`src/hw/rtl/integer_to_text_in_symbol_base_unit_assert.svh`:
```
// Assertion macros shared by the integer-to-text RTL modules.
`ifndef INTEGER_TO_TEXT_IN_SYMBOL_BASE_UNIT_ASSERT_SVH
`define INTEGER_TO_TEXT_IN_SYMBOL_BASE_UNIT_ASSERT_SVH

// Same-cycle implication, clocked on clk, held off during reset.
`define ITSB_ASSERT_NOW(label, pre, post, msg) \
  label: assert property (@(posedge clk) disable iff (!rst_n) (pre) |-> (post)) \
    else $error(msg);

// Next-cycle implication, clocked on clk, held off during reset.
`define ITSB_ASSERT_NEXT(label, pre, post, msg) \
  label: assert property (@(posedge clk) disable iff (!rst_n) (pre) |=> (post)) \
    else $error(msg);

`endif

```
`src/hw/rtl/itsb_pkg.sv`:
```
// Package: widths, codes, FSM states and divider request/response types.
package itsb_pkg;

  localparam int unsigned VALUE_W    = 32;
  localparam int unsigned DIGIT_W    = 4;
  localparam int unsigned SYM_W      = 8;
  localparam int unsigned RADIX_W    = 5;
  localparam int unsigned SYMTAB_W   = 64;
  localparam int unsigned MAX_DIGITS = 32;
  localparam int unsigned CNT_W      = $clog2(MAX_DIGITS + 1);
  localparam int unsigned CFG_IDX_W  = 2;

  // Divider retires this many quotient bits per cycle.
  localparam int unsigned DIV_STEPS  = 8;
  localparam int unsigned DIV_CYCLES = VALUE_W / DIV_STEPS;
  localparam int unsigned DIV_CNT_W  = $clog2(DIV_CYCLES);

  localparam logic [SYM_W-1:0]   SIGN_CHAR   = 8'h2D;
  localparam logic [RADIX_W-1:0] RADIX_MIN   = 5'd2;
  localparam logic [RADIX_W-1:0] RADIX_MAX   = 5'd16;
  localparam logic [RADIX_W-1:0] RADIX_RESET = 5'd2;

  typedef enum logic [CFG_IDX_W-1:0] {
    REG_RADIX  = 2'd0,
    REG_SYM_LO = 2'd1,
    REG_SYM_HI = 2'd2
  } cfg_reg_t;

  typedef enum logic [1:0] {
    S_IDLE,
    S_DIV,
    S_SIGN,
    S_EMIT
  } state_t;

  typedef struct packed {
    logic               start;
    logic [VALUE_W-1:0] dividend;
    logic [RADIX_W-1:0] divisor;
  } div_req_t;

  typedef struct packed {
    logic               done;
    logic [VALUE_W-1:0] quotient;
    logic [DIGIT_W-1:0] remainder;
  } div_rsp_t;

endpackage

```
`src/hw/rtl/itsb_if.sv`:
```
// Valid/ready channel interfaces for the input integer and the output characters.
interface itsb_in_if;
  import itsb_pkg::*;
  logic                      valid;
  logic                      ready;
  logic signed [VALUE_W-1:0] value;
  modport source (output valid, output value, input ready);
  modport sink   (input valid, input value, output ready);
endinterface

interface itsb_out_if;
  import itsb_pkg::*;
  logic             valid;
  logic             ready;
  logic [SYM_W-1:0] symbol;
  logic             last;
  modport source (output valid, output symbol, output last, input ready);
  modport sink   (input valid, input symbol, input last, output ready);
endinterface

```
`src/hw/rtl/itsb_div.sv`:
```
// Iterative restoring divider: 32-bit dividend by a small radix, 8 bits per cycle.
`include "integer_to_text_in_symbol_base_unit_assert.svh"

module itsb_div (
  input  logic                clk,
  input  logic                rst_n,
  input  itsb_pkg::div_req_t  req,
  output itsb_pkg::div_rsp_t  rsp
);
  import itsb_pkg::*;

  logic [VALUE_W-1:0]   quo_r, quo_nxt;
  logic [DIGIT_W-1:0]   rem_r, rem_nxt;
  logic [RADIX_W-1:0]   divisor_r;
  logic [DIV_CNT_W-1:0] step_r;
  logic                 busy_r;
  logic                 done_r;
  logic                 last_step;

  assign last_step = (step_r == DIV_CNT_W'(DIV_CYCLES - 1));

  // quo_r shifts dividend bits out at the top and quotient bits in at the bottom
  always_comb begin
    logic [VALUE_W-1:0] q;
    logic [DIGIT_W-1:0] rem;
    logic [RADIX_W-1:0] t;
    q   = quo_r;
    rem = rem_r;
    for (int i = 0; i < DIV_STEPS; i++) begin
      t = {rem, q[VALUE_W-1]};
      q = {q[VALUE_W-2:0], 1'b0};
      if (t >= divisor_r) begin
        rem  = DIGIT_W'(t - divisor_r);
        q[0] = 1'b1;
      end else begin
        rem = t[DIGIT_W-1:0];
      end
    end
    quo_nxt = q;
    rem_nxt = rem;
  end

  always_ff @(posedge clk) begin
    if (!rst_n) begin
      busy_r <= 1'b0;
      done_r <= 1'b0;
      step_r <= '0;
    end else begin
      done_r <= busy_r && last_step;
      if (req.start) begin
        busy_r <= 1'b1;
        step_r <= '0;
      end else if (busy_r) begin
        step_r <= step_r + 1'b1;
        if (last_step) begin
          busy_r <= 1'b0;
        end
      end
    end
  end

  always_ff @(posedge clk) begin
    if (req.start) begin
      quo_r     <= req.dividend;
      rem_r     <= '0;
      divisor_r <= req.divisor;
    end else if (busy_r) begin
      quo_r <= quo_nxt;
      rem_r <= rem_nxt;
    end
  end

  assign rsp.done      = done_r;
  assign rsp.quotient  = quo_r;
  assign rsp.remainder = rem_r;

  `ITSB_ASSERT_NOW(a_div_no_restart, req.start, !busy_r, "divider started while busy")
  `ITSB_ASSERT_NEXT(a_div_done_after_last, busy_r && last_step && !req.start, done_r,
                    "divider missed its done pulse")

endmodule

```
`src/hw/rtl/integer_to_text_in_symbol_base_unit.sv`:
```
// Integer-to-text unit: one signed 32-bit value in, its text in the configured radix
// out, one character per beat, most significant first, last beat flagged. A negative
// value leads with '-', zero gives the digit-0 symbol. Digits come from a single
// iterative divider, one division per digit; the characters then leave one per cycle
// while the output is ready. The unit takes the next value once the last character
// of the current one is in the output register. The radix in use is clamped to
// 2..16; write configuration only while idle.
`include "integer_to_text_in_symbol_base_unit_assert.svh"

module integer_to_text_in_symbol_base_unit (
  input  logic                             clk,
  input  logic                             rst_n,
  itsb_in_if.sink                          in_ch,
  itsb_out_if.source                       out_ch,
  input  logic                             cfg_we,
  input  logic [itsb_pkg::CFG_IDX_W-1:0]   cfg_index,
  input  logic [itsb_pkg::SYMTAB_W-1:0]    cfg_wdata
);
  import itsb_pkg::*;

  state_t               state_r, state_nxt;
  logic [RADIX_W-1:0]   radix_r;
  logic [SYMTAB_W-1:0]  sym_lo_r;
  logic [SYMTAB_W-1:0]  sym_hi_r;
  logic [DIGIT_W-1:0]   stack_r [MAX_DIGITS];
  logic [CNT_W-1:0]     cnt_r;
  logic                 neg_r;
  logic                 out_valid_r;
  logic [SYM_W-1:0]     out_symbol_r;
  logic                 out_last_r;

  logic                 accept;
  logic                 load_ok;
  logic                 in_ready;
  logic                 div_start;
  logic                 load_sign;
  logic                 load_digit;
  logic                 in_neg;
  logic [VALUE_W-1:0]   in_mag;
  logic [RADIX_W-1:0]   eff_radix;
  logic [CNT_W-1:0]     rd_idx;
  logic [DIGIT_W-1:0]   rd_digit;
  logic [SYM_W-1:0]     rd_symbol;
  logic                 more_digits;
  div_req_t             div_req;
  div_rsp_t             div_rsp;

  assign accept  = in_ch.valid && in_ready;
  assign load_ok = !out_valid_r || out_ch.ready;
  assign in_neg  = in_ch.value[VALUE_W-1];
  assign in_mag  = in_neg ? (VALUE_W'(0) - VALUE_W'(in_ch.value)) : VALUE_W'(in_ch.value);

  always_comb begin
    if (radix_r < RADIX_MIN) begin
      eff_radix = RADIX_MIN;
    end else if (radix_r > RADIX_MAX) begin
      eff_radix = RADIX_MAX;
    end else begin
      eff_radix = radix_r;
    end
  end

  // top of digit stack and its symbol byte
  assign rd_idx      = cnt_r - 1'b1;
  assign rd_digit    = stack_r[rd_idx[$clog2(MAX_DIGITS)-1:0]];
  assign rd_symbol   = rd_digit[DIGIT_W-1] ? sym_hi_r[rd_digit[DIGIT_W-2:0]*SYM_W +: SYM_W]
                                           : sym_lo_r[rd_digit[DIGIT_W-2:0]*SYM_W +: SYM_W];
  assign more_digits = (div_rsp.quotient != '0);

  // next state
  always_comb begin
    state_nxt = state_r;
    case (state_r)
      S_IDLE: begin
        if (accept) begin
          state_nxt = S_DIV;
        end
      end
      S_DIV: begin
        if (div_rsp.done && !more_digits) begin
          state_nxt = neg_r ? S_SIGN : S_EMIT;
        end
      end
      S_SIGN: begin
        if (load_ok) begin
          state_nxt = S_EMIT;
        end
      end
      S_EMIT: begin
        if (load_ok && cnt_r == CNT_W'(1)) begin
          state_nxt = S_IDLE;
        end
      end
      default: state_nxt = S_IDLE;
    endcase
  end

  // FSM outputs
  always_comb begin
    in_ready   = 1'b0;
    div_start  = 1'b0;
    load_sign  = 1'b0;
    load_digit = 1'b0;
    case (state_r)
      S_IDLE: begin
        in_ready  = 1'b1;
        div_start = in_ch.valid;
      end
      S_DIV:   div_start  = div_rsp.done && more_digits;
      S_SIGN:  load_sign  = load_ok;
      S_EMIT:  load_digit = load_ok;
      default: ;
    endcase
  end

  assign div_req.start    = div_start;
  assign div_req.dividend = accept ? in_mag : div_rsp.quotient;
  assign div_req.divisor  = eff_radix;

  itsb_div u_div (
    .clk   (clk),
    .rst_n (rst_n),
    .req   (div_req),
    .rsp   (div_rsp)
  );

  always_ff @(posedge clk) begin
    if (!rst_n) begin
      state_r     <= S_IDLE;
      radix_r     <= RADIX_RESET;
      sym_lo_r    <= '0;
      sym_hi_r    <= '0;
      cnt_r       <= '0;
      neg_r       <= 1'b0;
      out_valid_r <= 1'b0;
    end else begin
      state_r <= state_nxt;
      if (cfg_we) begin
        case (cfg_index)
          REG_RADIX:  radix_r  <= cfg_wdata[RADIX_W-1:0];
          REG_SYM_LO: sym_lo_r <= cfg_wdata;
          REG_SYM_HI: sym_hi_r <= cfg_wdata;
          default: ;
        endcase
      end
      if (accept) begin
        cnt_r <= '0;
        neg_r <= in_neg;
      end else if (state_r == S_DIV && div_rsp.done) begin
        cnt_r <= cnt_r + 1'b1;
      end else if (load_digit) begin
        cnt_r <= cnt_r - 1'b1;
      end
      if (load_sign || load_digit) begin
        out_valid_r <= 1'b1;
      end else if (out_ch.ready) begin
        out_valid_r <= 1'b0;
      end
    end
  end

  // payload: digit stack and output character
  always_ff @(posedge clk) begin
    if (state_r == S_DIV && div_rsp.done) begin
      stack_r[cnt_r[$clog2(MAX_DIGITS)-1:0]] <= div_rsp.remainder;
    end
    if (load_sign) begin
      out_symbol_r <= SIGN_CHAR;
      out_last_r   <= 1'b0;
    end else if (load_digit) begin
      out_symbol_r <= rd_symbol;
      out_last_r   <= (cnt_r == CNT_W'(1));
    end
  end

  assign in_ch.ready   = in_ready;
  assign out_ch.valid  = out_valid_r;
  assign out_ch.symbol = out_symbol_r;
  assign out_ch.last   = out_last_r;

  `ITSB_ASSERT_NOW(a_cnt_bound, 1'b1, cnt_r <= CNT_W'(MAX_DIGITS), "digit count overflow")
  `ITSB_ASSERT_NOW(a_done_in_div, div_rsp.done, state_r == S_DIV,
                   "divider result outside digit phase")
  `ITSB_ASSERT_NOW(a_emit_nonempty, state_r == S_EMIT, cnt_r != '0,
                   "emitting from an empty digit stack")
  `ITSB_ASSERT_NEXT(a_last_to_idle, load_digit && cnt_r == CNT_W'(1),
                    state_r == S_IDLE && out_valid_r && out_last_r,
                    "final character did not close the item")

endmodule
```
`src/flat_wrapper.sv`:
```
// flat-port wrapper written by rule: the top's interface ports become plain ports
module integer_to_text_in_symbol_base_unit_flat import itsb_pkg::*;
  (clk, rst_n, cfg_we, cfg_index, cfg_wdata, in_ch_valid, in_ch_value, in_ch_ready, out_ch_valid, out_ch_symbol, out_ch_last, out_ch_ready);
  itsb_in_if in_ch_i ();
  itsb_out_if out_ch_i ();
  input  logic clk;
  input  logic rst_n;
  input  logic cfg_we;
  input  logic [itsb_pkg::CFG_IDX_W-1:0] cfg_index;
  input  logic [itsb_pkg::SYMTAB_W-1:0] cfg_wdata;
  input wire logic [$bits(in_ch_i.valid)-1:0] in_ch_valid;
  input wire logic [$bits(in_ch_i.value)-1:0] in_ch_value;
  output wire logic [$bits(in_ch_i.ready)-1:0] in_ch_ready;
  output wire logic [$bits(out_ch_i.valid)-1:0] out_ch_valid;
  output wire logic [$bits(out_ch_i.symbol)-1:0] out_ch_symbol;
  output wire logic [$bits(out_ch_i.last)-1:0] out_ch_last;
  input wire logic [$bits(out_ch_i.ready)-1:0] out_ch_ready;
  assign in_ch_i.valid = in_ch_valid;
  assign in_ch_i.value = in_ch_value;
  assign in_ch_ready = in_ch_i.ready;
  assign out_ch_valid = out_ch_i.valid;
  assign out_ch_symbol = out_ch_i.symbol;
  assign out_ch_last = out_ch_i.last;
  assign out_ch_i.ready = out_ch_ready;
  integer_to_text_in_symbol_base_unit u_core (.clk(clk), .rst_n(rst_n), .in_ch(in_ch_i), .out_ch(out_ch_i), .cfg_we(cfg_we), .cfg_index(cfg_index), .cfg_wdata(cfg_wdata));
endmodule
```
`config.mk`:
```
export PLATFORM = sky130hd
export DESIGN_NAME = integer_to_text_in_symbol_base_unit_flat
export DESIGN_NICKNAME = d
export VERILOG_FILES = /design/src/hw/rtl/itsb_pkg.sv /design/src/hw/rtl/itsb_if.sv /design/src/hw/rtl/itsb_div.sv /design/src/hw/rtl/integer_to_text_in_symbol_base_unit.sv /design/src/flat_wrapper.sv
export VERILOG_INCLUDE_DIRS = /design/src /design/src/hw/rtl
export SDC_FILE = /design/constraint.sdc
export NUM_CORES = 1
export LEC_CHECK = 0
export BUFFER_PORTS_ARGS = -buffer_cell sky130_fd_sc_hd__buf_2
export CAP_MARGIN = 20
export CELL_PAD_IN_SITES_DETAIL_PLACEMENT = 0
export CELL_PAD_IN_SITES_GLOBAL_PLACEMENT = 1
export CORE_UTILIZATION = 30
export DETAILED_ROUTE_END_ITERATION = 8
export GPL_ROUTABILITY_DRIVEN = 0
export PLACE_DENSITY = 0.65
export SLEW_MARGIN = 15
export SYNTH_ARGS = -nofsm -noshare
export SYNTH_HDL_FRONTEND = slang
export SYNTH_HIERARCHICAL = 1
export SYNTH_SLANG_ARGS = --single-unit
```
`constraint.sdc`:
```
create_clock -name clk -period 29.1 [get_ports clk]
set_input_delay 2.91 -clock clk [delete_from_list [all_inputs] [get_ports clk]]
set_output_delay 2.91 -clock clk [all_outputs]
set_load 0.02 [all_outputs]
```
==> impl_metrics.csv, run 1 <==
group,metric,value,unit
cells_and_area,layout.nets,1868,
synthesis,synth-warning-count,6,
sta,hold_viol,0,
floorplanning,die_h,240,um
routing,drtIter0Drc,873,
cts,cts-root-buf,"clkbuf_16",
worst_setup_path,timing.rr.end,"u_core/u_div/quo_r[0]$_DFFE_PP_",
sta,clock_skew,16.2,ps
routing,drc,0,
cts,cts_tree,"done",
synthesis,synth_cell_type_count,87,
worst_setup_path,cp.arrival,12670,ps
floorplanning,die-width,240,um
floorplanning,core,55600,um2
sta,fmax,80.6,MHz
cells_and_area,final_cell_mix,"338 x nand2_1, 165 x edfxtp_1, 158 x dfxtp_1",
synthesis,syn_avg_cell_area,10.4,um2
job,cap_violations,0,
floorplanning,io_pins,114,
synthesis,ys_top_cells_by_area,"edfxtp_1 29%, dfxtp_1 19%, nand2_1 7.5%, mux2i_1 6.1%, a21boi_0 5.7%",
worst_setup_path,crit_slowest_cell,"edfxtp_1",
routing,ant_nets,0,
placed_design,io_buffers,113,
floorplanning,die_area,57800,um2
cts,cts-hold-fix-buffers,0,
cells_and_area,n_antenna_cell,0,
min_path,whs_path_depth,2,
cts,post_cts_resized,0,
worst_setup_path,critPathMaxFanout,10,
cts,htreeDepth,2,
cts,insertion_delay,520,ps
worst_setup_path,reg2regPathDepth,43,
sta,worst_slew_pin_slew,1040,ps
sta,period_minus_slack,12410,ps
cts,clockBufferDepth,3,
global_routing,grtUsageTotal,15.3,%
worst_setup_path,max_stage_delay,580,ps
synthesis,synth_area,17000,um2
cts,cts_buffers,37,
synthesis,syn_nets,1793,
floorplanning,initial_core_util,30.6,%
worst_setup_path,r2r_slack,16690,ps
global_routing,grt_pass1_vias,12000,
synthesis,synth-async-reset-ratio,0,%
synthesis,synth_edf_count,165,
synthesis,ys.flop_type,"edfxtp_1",
worst_setup_path,required,29370,ps
cells_and_area,nFillCells,5638,
cells_and_area,drive_gt1_share,16.5,%
synthesis,netlist.area_leader.share,29.1,%
synthesis,synth_area_leader_cell,"edfxtp_1",
floorplanning,num_rows,86,
sta,rsz0062_at_grt,"false",
cells_and_area,areaGrowthSynthToFinish,14.0,%
sta,finalSetupViolCount,0,
worst_setup_path,crit_type,"reg -> reg",
synthesis,synth-seq-cells,325,
cts,clock-sinks,325,
cts,post-cts-setup-buffers,0,
worst_setup_path,r2r-start,"u_core/u_div/divisor_r[1]$_DFFE_PP_",
worst_setup_path,crit_start,"u_core/u_div/divisor_r[1]$_DFFE_PP_",
global_routing,grt_overflow,0,
worst_setup_path,cp_common_cell,"ha_1",
worst_setup_path,worstSetupEndpointType,"flip-flop",
routing,first_pass_iters,6,
outcome,status,"completed",
routing,vias,12300,
placed_design,hpwl,30.5,mm
synthesis,ys_seq_area_share,47.9,%
sta,fin_tns_setup,0,ps
min_path,min_to,"u_core/sym_hi_r[49]$_SDFFE_PN0P_",
cells_and_area,layout.cells.most_common,"nand2_1",
sta,max-slew-margin-rel,30.6,%
routing,drt-total-wl,44.8,mm
cts,clk_pin_slew_worst_paths,60,ps
sta,period_share,42.6,%
routing,avgRoutedWirePerCell,18.0,um
min_path,worstHoldStart,"u_core/sym_hi_r[49]$_SDFFE_PN0P_",
global_routing,grt_first_pass_wirelength,68.9,mm
global_routing,antenna_found_initial,6,
synthesis,syn_inst,1631,
routing,vias_per_cell,4.97,
min_path,hp-class,"reg -> reg",
sta,final_max_slew_viol_count,0,
global_routing,grt_max_degree,84,
worst_setup_path,cp-start-kind,"flip-flop",
metal layers:
metal | up-vias | part of all wire (%) | wire (um) | GRT usage (%)
li1 | 6019 | - | - | -
met1 | 6005 | 46 | 20600 | 20.9
met2 | 257 | 47 | 21200 | 25.1
met3 | 54 | 5.1 | 2260 | 2.87
met4 | 12 | 1.4 | 618 | 3.36
met5 | - | 0.18 | 80 | 0
sequential cells by signal (all words and copies together), names as in the netlist, 2 cells and up:
signal                  flops
u_core/sym_hi_r            64
u_core/cnt_r                6
u_core/u_div/divisor_r      5
u_core/u_div/step_r         2
u_core/u_div/quo_r         32
u_core/u_div/rem_r          4
u_core/sym_lo_r            64
u_core/state_r              2
u_core/radix_r              5
u_core/stack_r            128
u_core/out_ch.symbol        8
worst max-delay path, delay by kind of cell (launching register included):
family          cells  cell delay [ps]
compound gates     18             5080
fa+ha+maj           8             2530
buf+inv             2              520
flops               1              580
mux                 4             1500
simple gates       11             1930
layout make-up:
| cell class | count | area (um2) | area share [%] |
|---|---|---|---|
| clock buffer | 55 | 1100 | 5.65 |
| clock inverter | 13 | 68.8 | 0.354 |
| inverter | 38 | 143 | 0.734 |
| multi-input combinational | 1177 | 8350 | 43.0 |
| sequential | 325 | 8160 | 42.0 |
| tap | 748 | 936 | 4.82 |
| timing repair buffer | 127 | 673 | 3.46 |
kinds of logic (layout without fill, tap and decap cells):
kind of cell | count (synthesis) | in the layout | share of synthesized area, %
xor gates and xnor gates | 49 | 49 | 2.52
buffers and inverters | 129 | 233 | 3.36
muxes | 183 | 183 | 13.1
DFF | 325 | 325 | 47.9
and+or+nand+nor | 553 | 553 | 14.4
adders and majority gates | 59 | 59 | 4.68
AOI/OAI and AO/OA | 333 | 333 | 14.0
worst max path at each step:
stage	end	cells after the start
after global placement	u_core/u_div/quo_r[0]$_DFFE_PP_	43
after global routing	u_core/u_div/rem_r[2]$_SDFFE_PP0P_	46
final	u_core/u_div/quo_r[0]$_DFFE_PP_	43
after CTS	u_core/u_div/rem_r[2]$_SDFFE_PP0P_	44
after floorplan	u_core/u_div/quo_r[0]$_DFFE_PP_	43
after detailed placement	u_core/u_div/rem_r[2]$_SDFFE_PP0P_	44
through the flow:
stage | util [%] | setup WS (ps) | hold slack (ps) | instances | instance area, um2
CTS | 34.9 | 16680 | 465 | 2483 | 19400
global route | 34.9 | 15720 | 479 | 2483 | 19400
detailed placement | 32.8 | 16740 | 454 | 2415 | 18300
global placement | 32.8 | 17110 | 441 | 2415 | 18300
finish | 34.9 | 16690 | 460 | 2483 | 19400
floorplan | - | 18280 | 439 | 1631 | 17000
Yosys cell counts (9+ instances only):
| cell type | number |
|---|---|
| mux2i_1 | 104 |
| a21o_1 | 11 |
| inv_1 | 36 |
| a21boi_0 | 130 |
| nor3_1 | 10 |
| xor2_1 | 31 |
| a21oi_1 | 19 |
| nand3_1 | 16 |
| o21a_1 | 12 |
| edfxtp_1 | 165 |
| mux2_2 | 44 |
| o211ai_1 | 13 |
| nor3b_1 | 11 |
| nand2_1 | 339 |
| o21ai_1 | 10 |
| ha_1 | 51 |
| clkbuf_1 | 60 |
| dfxtp_1 | 160 |
| o21ai_0 | 54 |
| xnor2_1 | 18 |
| buf_2 | 12 |
| buf_4 | 9 |
| nor4_1 | 13 |
| nor2b_1 | 16 |
| nor2_1 | 79 |
| o31ai_1 | 11 |
| mux4_2 | 25 |
Power of run 1 is left out: the tool's default activity adds up to more than one toggle a clock period on the data nets, which glitch-free logic cannot reach.
==> inputs of run 2 (changes only) <==
clock period = 12.85 ns   (was 29.1 ns; I/O delays follow)
==> impl_metrics.csv, run 2 (synthesis gave the netlist of run 1 again) <==
group,metric,value,unit
global_routing,grt_pass1_vias,12200,
cts,cts_buffers,37,
routing,avgRoutedWirePerCell,17.8,um
floorplanning,die_area,57800,um2
sta,max-slew-margin-rel,30.7,%
cells_and_area,largest_reg_flops,128,
routing,dr.max_layer_used,"met5",
floorplanning,die_h,240,um
cells_and_area,drive_gt1_share,17.0,%
sta,holdWs,462,ps
cells_and_area,layout.nets,1872,
sta,fmax,84.5,MHz
floorplanning,num_rows,86,
outcome,status,"completed",
global_routing,grt_first_pass_wirelength,68.7,mm
sta,final_max_slew_viol_count,0,
placed_design,hpwl,30.2,mm
sta,fin_tns_setup,0,ps
sta,period_share,92.1,%
routing,drt-total-wl,44.2,mm
sta,rsz0062_at_grt,"false",
cts,cts-root-buf,"clkbuf_16",
worst_setup_path,cp-start-kind,"flip-flop",
cts,clock-sinks,325,
worst_setup_path,cp_common_cell,"ha_1",
routing,wl_met3,1.98,mm
cts,insertion_delay,520,ps
cts,clockBufferDepth,3,
routing,m1WireLength,21.0,mm
global_routing,antenna_found_initial,7,
routing,vias_per_cell,4.95,
cts,clk_pin_slew_worst_paths,60,ps
routing,vias,12300,
global_routing,grt_overflow,0,
cts,htreeDepth,2,
floorplanning,core,55600,um2
cts,cts_tree,"done",
worst_setup_path,critPathMaxFanout,8,
sta,period_minus_slack,11840,ps
global_routing,grtUsageTotal,15.3,%
worst_setup_path,cp.arrival,12110,ps
sta,finalSetupViolCount,0,
floorplanning,die-width,240,um
routing,ant_nets,0,
sta,clock_skew,8.77,ps
sta,worst_slew_pin_slew,1040,ps
global_routing,grt_max_degree,81,
cells_and_area,n_antenna_cell,0,
floorplanning,io_pins,114,
cells_and_area,areaGrowthSynthToFinish,14.8,%
worst_setup_path,worstSetupEndpointType,"flip-flop",
min_path,hp-class,"reg -> reg",
placed_design,io_buffers,113,
worst_setup_path,crit_buf_inv,2,
routing,drc,0,
routing,first_pass_iters,5,
routing,wl_met2,20.3,mm
cells_and_area,layout.cells.most_common,"nand2_1",
worst_setup_path,crit_type,"reg -> reg",
worst_setup_path,max_stage_delay,420,ps
worst_setup_path,required,13120,ps
cells_and_area,final_cell_mix,"338 x nand2_1, 165 x edfxtp_1, 159 x dfxtp_1",
job,cap_violations,0,
floorplanning,initial_core_util,30.6,%
worst_setup_path,crit_slowest_cell,"mux2i_1",
worst_setup_path,path_delay_family,"compound AO/OA/AOI/OAI gates",
sta,hold_viol,0,
routing,drtIter0Drc,813,
==> run 2: cell types whose count changed in the layout (fill, tap and decap cells not counted), moves of 2 or more <==
| cell | before | now |
|---|---|---|
| bufinv_16 | 0 | 4 |
| clkinv_1 | 4 | 1 |
| buf_4 | 15 | 19 |
| clkbuf_1 | 11 | 9 |
==> run 2: routing by layer <==
metal,up-vias,global-route usage [%]
li1,6019,-
met1,5958,21.4
met2,249,24.4
met3,69,2.42
met4,14,3.65
met5,-,0
==> run 2: metrics by stage <==
step | std cells | area [um2] | setup WS (ps) | util, %
after floorplan | 1631 | 17000 | 2030 | -
after global routing | 2486 | 19600 | 46.4 | 35.2
after detailed placement | 2417 | 18300 | 865 | 32.9
final | 2486 | 19600 | 1010 | 35.2
after global placement | 2417 | 18300 | 1230 | 32.9
after CTS | 2484 | 19500 | 796 | 35.1
==> run 2: final timing paths <==
| check | end | cells after the start | startpoint | slack [ps] |
|---|---|---|---|---|
| hold reg to reg | u_core/sym_hi_r[13]$_SDFFE_PN0P_ | 2 | u_core/sym_hi_r[13]$_SDFFE_PN0P_ | 460 |
| setup / recovery | u_core/u_div/quo_r[0]$_DFFE_PP_ | 43 | u_core/u_div/divisor_r[2]$_DFFE_PP_ | 1010 |
| hold / removal | u_core/sym_hi_r[13]$_SDFFE_PN0P_ | 2 | u_core/sym_hi_r[13]$_SDFFE_PN0P_ | 460 |
| setup reg to reg | u_core/u_div/quo_r[0]$_DFFE_PP_ | 43 | u_core/u_div/divisor_r[2]$_DFFE_PP_ | 1010 |
==> run 2: repair_timing <==
item,CTS,global route
hold buffers,0,0
setup endpoints to repair,0,5
setup buffers,0,2
resized for setup,0,1
==> run 2: cell type report <==
cell class,count,area (um2)
fillers,5617,36100
multi-input cells,1177,8360
flip-flops and latches,325,8160
clock buffers,53,1090
well taps,748,936
repair buffers,131,703
clock inverters,14,176
inverters,38,143
==> run 2: worst reg2reg max path: cells and delay by family, from the launching register on <==
family | cells | cell delay [ps]
buffers and inverters | 2 | 370
flip-flops | 1 | 380
multiplexers | 4 | 1470
AO/OA/AOI/OAI | 19 | 5060
AND/OR/NAND/NOR | 10 | 1810
adder cells (fa/ha/maj) | 8 | 2520
Power of run 2 is left out for the same reason.
